==> config.mk <==
export PLATFORM = sky130hd
export DESIGN_NAME = block_median_filter
export DESIGN_NICKNAME = d
export VERILOG_FILES = /design/src/hw/rtl/bmf_pkg.sv /design/src/hw/rtl/block_median_filter.sv /design/src/hw/rtl/bmf_cell.sv
export SDC_FILE = /design/constraint.sdc
export NUM_CORES = 2
export LEC_CHECK = 0
export ABC_AREA = 1
export BUFFER_PORTS_ARGS = -buffer_cell sky130_fd_sc_hd__buf_4
export CAP_MARGIN = 20
export CORE_UTILIZATION = 40
export CTS_BUF_LIST = sky130_fd_sc_hd__clkbuf_2 sky130_fd_sc_hd__clkbuf_4 sky130_fd_sc_hd__clkbuf_8
export DETAILED_ROUTE_END_ITERATION = 16
export GPL_TIMING_DRIVEN = 0
export PLACE_DENSITY_LB_ADDON = 0.15
export SYNTH_ARGS = -nofsm -noshare
export SYNTH_HDL_FRONTEND = slang
export SYNTH_HIERARCHICAL = 1
export SYNTH_SLANG_ARGS = --single-unit
==> constraint.sdc <==
create_clock -name aclk -period 27.4 [get_ports aclk]
set_input_delay 5.48 -clock aclk [delete_from_list [all_inputs] [get_ports aclk]]
set_output_delay 5.48 -clock aclk [all_outputs]
set_load 0.01 [all_outputs]
==> src/hw/rtl/bmf_pkg.sv <==
// bmf_pkg: shared types and fixed constants of the block median filter
// used by bmf_cell and block_median_filter; no dependencies

package bmf_pkg;

    // width of the window size register
    localparam int CFG_W = 6;
    localparam logic [CFG_W-1:0] WINDOW_RESET = 6'd5;

    // command codes carried in s_tuser
    localparam logic CMD_PUSH  = 1'b0;
    localparam logic CMD_CLEAR = 1'b1;

    // control broadcast from the sequencer to every cell of the row
    typedef struct packed {
        logic insert;   // sorted insert of the new sample
        logic shift;    // move every cell one place toward the head
        logic flush;    // mark all cells empty
    } cell_ctrl_t;

    typedef enum logic [1:0] {
        ST_RUN  = 2'b01,
        ST_SCAN = 2'b10
    } seq_state_t;

endpackage

==> src/hw/rtl/block_median_filter.sv <==
// block_median_filter: non-overlapping block median over a row of sorting cells
// depends on bmf_pkg and bmf_cell
//
//  channel | ports                                | beat
//  --------+--------------------------------------+------------------------------------
//  input   | s_tvalid s_tready s_tdata s_tuser    | one sample or one clear command
//  output  | m_tvalid m_tready m_tdata m_tuser    | one result for every input beat
//  config  | cfg_valid cfg_ready cfg_data         | window size, taken at any time
//
// one input beat per cycle while m_tready is high and no scan runs; each result is
// sent from the output register. a push that finds at least as many samples held
// as the window (window shrunk mid-block) scans the cell row from its head with
// s_tready low. reset empties the row at once (per-cell occupied bits), no sweep.
// a stalled output stops s_tready only when the output register is full and not drained.

module block_median_filter
    import bmf_pkg::*;
#(
    parameter int MAX_WINDOW   = 32,
    parameter int SAMPLE_WIDTH = 16
) (
    input  logic                                  aclk,
    input  logic                                  aresetn,
    input  logic                                  s_tvalid,
    output logic                                  s_tready,
    input  logic [((SAMPLE_WIDTH+7)/8)*8-1:0]     s_tdata,   // [SAMPLE_WIDTH-1:0] sample
    input  logic                                  s_tuser,   // [0] cmd
    output logic                                  m_tvalid,
    input  logic                                  m_tready,
    output logic [((SAMPLE_WIDTH+7)/8)*8-1:0]     m_tdata,   // [SAMPLE_WIDTH-1:0] median
    output logic                                  m_tuser,   // [0] valid_res
    input  logic                                  cfg_valid,
    output logic                                  cfg_ready,
    input  logic [CFG_W-1:0]                      cfg_data
);

    localparam int CNT_W   = $clog2(MAX_WINDOW + 1);
    localparam int TAG_W   = (MAX_WINDOW > 1) ? $clog2(MAX_WINDOW) : 1;
    localparam int CMP_W   = (CNT_W > CFG_W) ? CNT_W : CFG_W;
    localparam int TDATA_W = ((SAMPLE_WIDTH + 7) / 8) * 8;

    logic [CFG_W-1:0]        win_reg;
    logic [CNT_W-1:0]        fill_reg, fill_next;
    logic [CNT_W-1:0]        seen_reg, seen_next;
    seq_state_t              state_reg, state_next;
    logic                    m_valid_reg, m_valid_next;
    logic [SAMPLE_WIDTH-1:0] m_data_reg, m_data_next;
    logic                    m_user_reg, m_user_next;

    logic [CMP_W-1:0]        win_ext;
    logic [CMP_W-1:0]        n_ext;
    logic [CNT_W-1:0]        win_n;
    logic [CNT_W-1:0]        half_cnt;
    logic [TAG_W-1:0]        half_idx;
    logic [CNT_W-1:0]        fill_inc;
    logic [SAMPLE_WIDTH-1:0] sample;
    logic                    accept;
    logic                    load;
    logic                    head_hit;
    cell_ctrl_t              ctrl;

    logic [SAMPLE_WIDTH-1:0] cell_val [MAX_WINDOW];
    logic [TAG_W-1:0]        cell_tag [MAX_WINDOW];
    logic                    cell_occ [MAX_WINDOW];
    logic                    cell_keep [MAX_WINDOW];
    logic [SAMPLE_WIDTH-1:0] cell_ins [MAX_WINDOW];

    // effective window: zero means one, above the row length saturates
    assign win_ext = CMP_W'(win_reg);
    always_comb begin
        if (win_ext == '0) begin
            n_ext = CMP_W'(1);
        end else if (win_ext > CMP_W'(MAX_WINDOW)) begin
            n_ext = CMP_W'(MAX_WINDOW);
        end else begin
            n_ext = win_ext;
        end
    end
    assign win_n    = CNT_W'(n_ext);
    assign half_cnt = win_n >> 1;
    assign half_idx = TAG_W'(half_cnt);
    assign fill_inc = fill_reg + CNT_W'(1);
    assign sample   = s_tdata[SAMPLE_WIDTH-1:0];

    assign cfg_ready = 1'b1;
    assign s_tready  = (state_reg == ST_RUN) && (!m_valid_reg || m_tready);
    assign accept    = s_tvalid && s_tready;

    // head of the row during a scan: one of the first win_n samples of the block
    assign head_hit = cell_occ[0] && (CNT_W'(cell_tag[0]) < win_n);

    always_comb begin
        state_next  = state_reg;
        fill_next   = fill_reg;
        seen_next   = seen_reg;
        ctrl        = '0;
        load        = 1'b0;
        m_data_next = m_data_reg;
        m_user_next = m_user_reg;
        case (state_reg)
            ST_RUN: begin
                if (accept) begin
                    load        = 1'b1;
                    m_data_next = '0;
                    m_user_next = 1'b0;
                    if (s_tuser == CMD_CLEAR) begin
                        fill_next  = '0;
                        ctrl.flush = 1'b1;
                    end else if (fill_reg < win_n) begin
                        if (fill_inc == win_n) begin
                            m_data_next = cell_ins[half_idx];
                            m_user_next = 1'b1;
                            fill_next   = '0;
                            ctrl.flush  = 1'b1;
                        end else begin
                            fill_next   = fill_inc;
                            ctrl.insert = 1'b1;
                        end
                    end else begin
                        // at least as many held as the window: find the median by scanning
                        load       = 1'b0;
                        seen_next  = '0;
                        state_next = ST_SCAN;
                    end
                end
            end
            ST_SCAN: begin
                if (head_hit && (seen_reg == half_cnt)) begin
                    load        = 1'b1;
                    m_data_next = cell_val[0];
                    m_user_next = 1'b1;
                    fill_next   = '0;
                    ctrl.flush  = 1'b1;
                    state_next  = ST_RUN;
                end else begin
                    ctrl.shift = 1'b1;
                    if (head_hit) begin
                        seen_next = seen_reg + CNT_W'(1);
                    end
                end
            end
            default: begin
                state_next = ST_RUN;
            end
        endcase
    end

    always_comb begin
        if (load) begin
            m_valid_next = 1'b1;
        end else if (m_tready) begin
            m_valid_next = 1'b0;
        end else begin
            m_valid_next = m_valid_reg;
        end
    end

    always_ff @(posedge aclk) begin
        if (!aresetn) begin
            win_reg     <= WINDOW_RESET;
            fill_reg    <= '0;
            seen_reg    <= '0;
            state_reg   <= ST_RUN;
            m_valid_reg <= 1'b0;
        end else begin
            if (cfg_valid && cfg_ready) begin
                win_reg <= cfg_data;
            end
            fill_reg    <= fill_next;
            seen_reg    <= seen_next;
            state_reg   <= state_next;
            m_valid_reg <= m_valid_next;
        end
    end

    always_ff @(posedge aclk) begin
        m_data_reg <= m_data_next;
        m_user_reg <= m_user_next;
    end

    assign m_tvalid = m_valid_reg;
    assign m_tdata  = TDATA_W'(m_data_reg);
    assign m_tuser  = m_user_reg;

    // row of cells, head at index 0 holds the smallest sample
    for (genvar i = 0; i < MAX_WINDOW; i++) begin : g_cell
        logic [SAMPLE_WIDTH-1:0] l_val, r_val;
        logic [TAG_W-1:0]        l_tag, r_tag;
        logic                    l_occ, l_keep, r_occ;

        if (i == 0) begin : g_head
            assign l_val  = '0;
            assign l_tag  = '0;
            assign l_occ  = 1'b0;
            assign l_keep = 1'b1;
        end else begin : g_mid
            assign l_val  = cell_val[i-1];
            assign l_tag  = cell_tag[i-1];
            assign l_occ  = cell_occ[i-1];
            assign l_keep = cell_keep[i-1];
        end

        if (i == MAX_WINDOW - 1) begin : g_tail
            assign r_val = '0;
            assign r_tag = '0;
            assign r_occ = 1'b0;
        end else begin : g_body
            assign r_val = cell_val[i+1];
            assign r_tag = cell_tag[i+1];
            assign r_occ = cell_occ[i+1];
        end

        bmf_cell #(
            .DATA_W (SAMPLE_WIDTH),
            .TAG_W  (TAG_W)
        ) u_cell (
            .aclk      (aclk),
            .aresetn   (aresetn),
            .ctrl      (ctrl),
            .new_val   (sample),
            .new_tag   (TAG_W'(fill_reg)),
            .left_val  (l_val),
            .left_tag  (l_tag),
            .left_occ  (l_occ),
            .left_keep (l_keep),
            .right_val (r_val),
            .right_tag (r_tag),
            .right_occ (r_occ),
            .val       (cell_val[i]),
            .tag       (cell_tag[i]),
            .occ       (cell_occ[i]),
            .keep      (cell_keep[i]),
            .ins_val   (cell_ins[i])
        );
    end

endmodule

==> src/hw/rtl/bmf_cell.sv <==
// bmf_cell: one place of the sorted insertion row, holding a sample and its arrival tag
// depends on bmf_pkg

module bmf_cell
    import bmf_pkg::*;
#(
    parameter int DATA_W = 16,
    parameter int TAG_W  = 5
) (
    input  logic              aclk,
    input  logic              aresetn,
    input  cell_ctrl_t        ctrl,
    input  logic [DATA_W-1:0] new_val,
    input  logic [TAG_W-1:0]  new_tag,
    input  logic [DATA_W-1:0] left_val,
    input  logic [TAG_W-1:0]  left_tag,
    input  logic              left_occ,
    input  logic              left_keep,
    input  logic [DATA_W-1:0] right_val,
    input  logic [TAG_W-1:0]  right_tag,
    input  logic              right_occ,
    output logic [DATA_W-1:0] val,
    output logic [TAG_W-1:0]  tag,
    output logic              occ,
    output logic              keep,
    output logic [DATA_W-1:0] ins_val
);

    logic [DATA_W-1:0] val_reg, val_next;
    logic [TAG_W-1:0]  tag_reg, tag_next;
    logic              occ_reg, occ_next;
    logic [TAG_W-1:0]  ins_tag;
    logic              ins_occ;

    // an occupied cell not above the new sample stays in place
    assign keep = occ_reg && ($signed(val_reg) <= $signed(new_val));

    always_comb begin
        if (keep) begin
            ins_val = val_reg;
            ins_tag = tag_reg;
            ins_occ = occ_reg;
        end else if (left_keep) begin
            ins_val = new_val;
            ins_tag = new_tag;
            ins_occ = 1'b1;
        end else begin
            ins_val = left_val;
            ins_tag = left_tag;
            ins_occ = left_occ;
        end
    end

    always_comb begin
        val_next = val_reg;
        tag_next = tag_reg;
        occ_next = occ_reg;
        if (ctrl.flush) begin
            occ_next = 1'b0;
        end else if (ctrl.insert) begin
            val_next = ins_val;
            tag_next = ins_tag;
            occ_next = ins_occ;
        end else if (ctrl.shift) begin
            val_next = right_val;
            tag_next = right_tag;
            occ_next = right_occ;
        end
    end

    always_ff @(posedge aclk) begin
        if (!aresetn) begin
            occ_reg <= 1'b0;
        end else begin
            occ_reg <= occ_next;
        end
    end

    always_ff @(posedge aclk) begin
        val_reg <= val_next;
        tag_reg <= tag_next;
    end

    assign val = val_reg;
    assign tag = tag_reg;
    assign occ = occ_reg;

endmodule

==> metrics list <==
- Detail Route Antenna Nets: 0
* Number of placement rows: approximately 150
- Number of buffers added on ports: 46
- The finished layout holds between 10000 and 15000 standard cells, fillers aside.
- Final Worst Setup Slack: around 16 ns
- The worst path in the final design needs a cycle of 11.38 ns, including I/O delays and setup.
- Summed over all cells, the static leakage comes to 40.9 nW.
- Total I/O pin count: 48
- The clock passes through at most 3 buffers.
- Hold Crit Class: flip-flop to flip-flop
* Number of levels the H-tree was split into: 4
- Sum of net half-perimeters after detailed placement: between 150 and 200 mm
* Final hold vios: 0
* Placed Instances: ~13000
* Max Fclk: slightly below 0.09 GHz
- On the final layout, the worst hold slack is between 0.4 and 0.5 ns.
- Clock-pin slew was measured on the worst setup and hold paths at 0.06 ns.
- GRT met1 Usage: 0.345
* Run status: completed
- Number of remaining DRC errors: 0
* Skew-Pair Late Insertion Delay: 0.92 ns
- Synthesis produced 10500 cells.
- For this block, the initial DRC count from the detailed router was around 6000.
- Synthesis-to-finish area growth: 10.6%
- VDD sags by at most around 0.058 mV.
- Timing analysis after detailed placement gives a worst setup slack of between 15 and 20 ns.
- The worst setup path is of the input pin to primary output kind.
- Max-cap violations in this run came to 0.
- Kind of end point of the critical path: primary output
- After synthesis the cells add up to between 60000 and 70000 um^2.
* Share of the clock period used by the worst path: 0.415
- Most crowded layer after global routing: met2
- The congestion estimate from routability-driven global placement came to roughly 0.93.
- After detailed routing, the average wire length per cell comes to ~20 um.
* Maximum clock skew at final layout: roughly 0.053 ns
* Met3 routing resource usage after global routing: 0.0350
- Total number of vias: a little under 70000
* Core box area: between 150000 and 200000 um^2
* Post-CTS Setup Repair Bufs: 0
- Max-slew violation count: 0
- Fill cells in the final layout number 18300.
* Unrepaired setup endpoints after global routing: no
* Number of clock sinks: between 700 and 800
- Wire length of the first global-routing pass: a little under 400 mm
* Starting Density: 0.405
- Number of setup violations in the final report: 0
* Share of cells above drive strength 1: 0.0721
- Final layout net count: 11400
- The die covers approximately 180000 um^2.
* Worst slew margin relative to its limit: 0.176
- Total power per unit cell area: around 89 nW/um^2
- Total clock buffers created by CTS: 149
- Worst Tran Pin Value: roughly 1.2 ns
* Overall die height: around 420 um
* Number of antenna violations at the first check in global routing: 9
- With fillers left out, the area of the finished cells amounts to approximately 77000 um^2.
* Maximum net fanout on the critical path: 2
- From left edge to right edge, the die measures 420 um.
* Placed standard-cell area: ~74000 um^2
- For this run the aggregate overflow at the end of global routing stands at 0.
* Kind of start point of the critical path: input pin
- Mapped Avg Cell Area: 6.64 um^2
- Required time of the worst setup path: around 22 ns
- Total routed wirelength: 261 mm
- TritonCTS built the clock tree.
- Drt first pass iters: 6
- Hold-fix buffers, CTS: 0
* Post-CTS sizing: 0
- Flip-flop count of the largest register after layout: about 500
* Data arrival time of the critical path: roughly 6 ns
- Buffer type at the clock tree root: sky130_fd_sc_hd__clkbuf_8
- For this run, the total global-route usage over all layers was measured as 0.289.
- Routed via count divided by cell count: about 5.2
- Synthesis Warnings: 6
- Largest net degree at the start of global routing: 64
- Number of global-route vias before repair: about 67000
* GR Util met2: 0.513
## metrics by stage
step	total power, W	setup TNS, ns	utilization
after detailed placement	0.00550	0	0.428
after global placement	0.00549	-3209.44	0.424
after global routing	0.00734	0	0.447
final	0.00683	0	0.447
after CTS	0.00681	0	0.447
after floorplan	0.00439	0	-
## final cells by class
| type | count | area [um^2] | share of cell area |
|---|---|---|---|
| clock inverters | 68 | 677 | 0.00877 |
| repair buffers | 103 | 992 | 0.0129 |
| flip-flops and latches | 742 | 21800 | 0.282 |
| diodes | 5 | 12.5 | 0.000162 |
| clock buffers | 211 | 2570 | 0.0333 |
| plain buffers | 417 | 2220 | 0.0288 |
| multi-input cells | 7472 | 38800 | 0.503 |
| inverters | 1928 | 7250 | 0.0940 |
| well taps | 2310 | 2890 | 0.0375 |
## final timing paths
check,endpoint,slack [ns],cells after the start,startpoint
hold reg to reg,state_reg[1],0.49,2,state_reg[1]
hold / removal,state_reg[1],0.49,2,state_reg[1]
setup reg to reg,g_cell[10].u_cell/tag[0],21.37,19,win_ext[3]
setup / recovery,s_tready,16.02,4,m_tready
## per-layer routing
layer  up-vias  wire (um)
met5         -          0
met3       609      14000
met1     32800     106000
li1      34100          -
met4         0      13300
met2      2108     127000
## cells in the final DEF, fill, tap and decap left out, drive strengths merged
master	count
nand2	3164
inv	1893
nand3	1278
o21ai	1041
nor2	697
edfxtp	689
ha	526
clkbuf	426
buf	305
and2	282
a21oi	240
clkinv	89
nor3	66
conb	53
dfxtp	53
nor3b	43
a21o	32
nand4	28
bufinv	12
or2	11
diode	5
xor2	4
xnor2	3
clkinvlp	2
o211ai	1
nand3b	1
a22oi	1
nor4	1
## worst max-delay path, cell delays in order
cell and delay [ns]:
sky130_fd_sc_hd__buf_4 0.08, sky130_fd_sc_hd__inv_1 0.04, sky130_fd_sc_hd__a21oi_1 0.16, sky130_fd_sc_hd__buf_4 0.15
## report_power, final
group / switching [W] / total [W] / internal [W]
sequential: 0.000421 / 0.00217 / 0.00175
combinational: 0.00220 / 0.00337 / 0.00117
clock: 0.000563 / 0.00129 / 0.000725
total: 0.00319 / 0.00683 / 0.00364
Power figures use the tool's default switching activity.
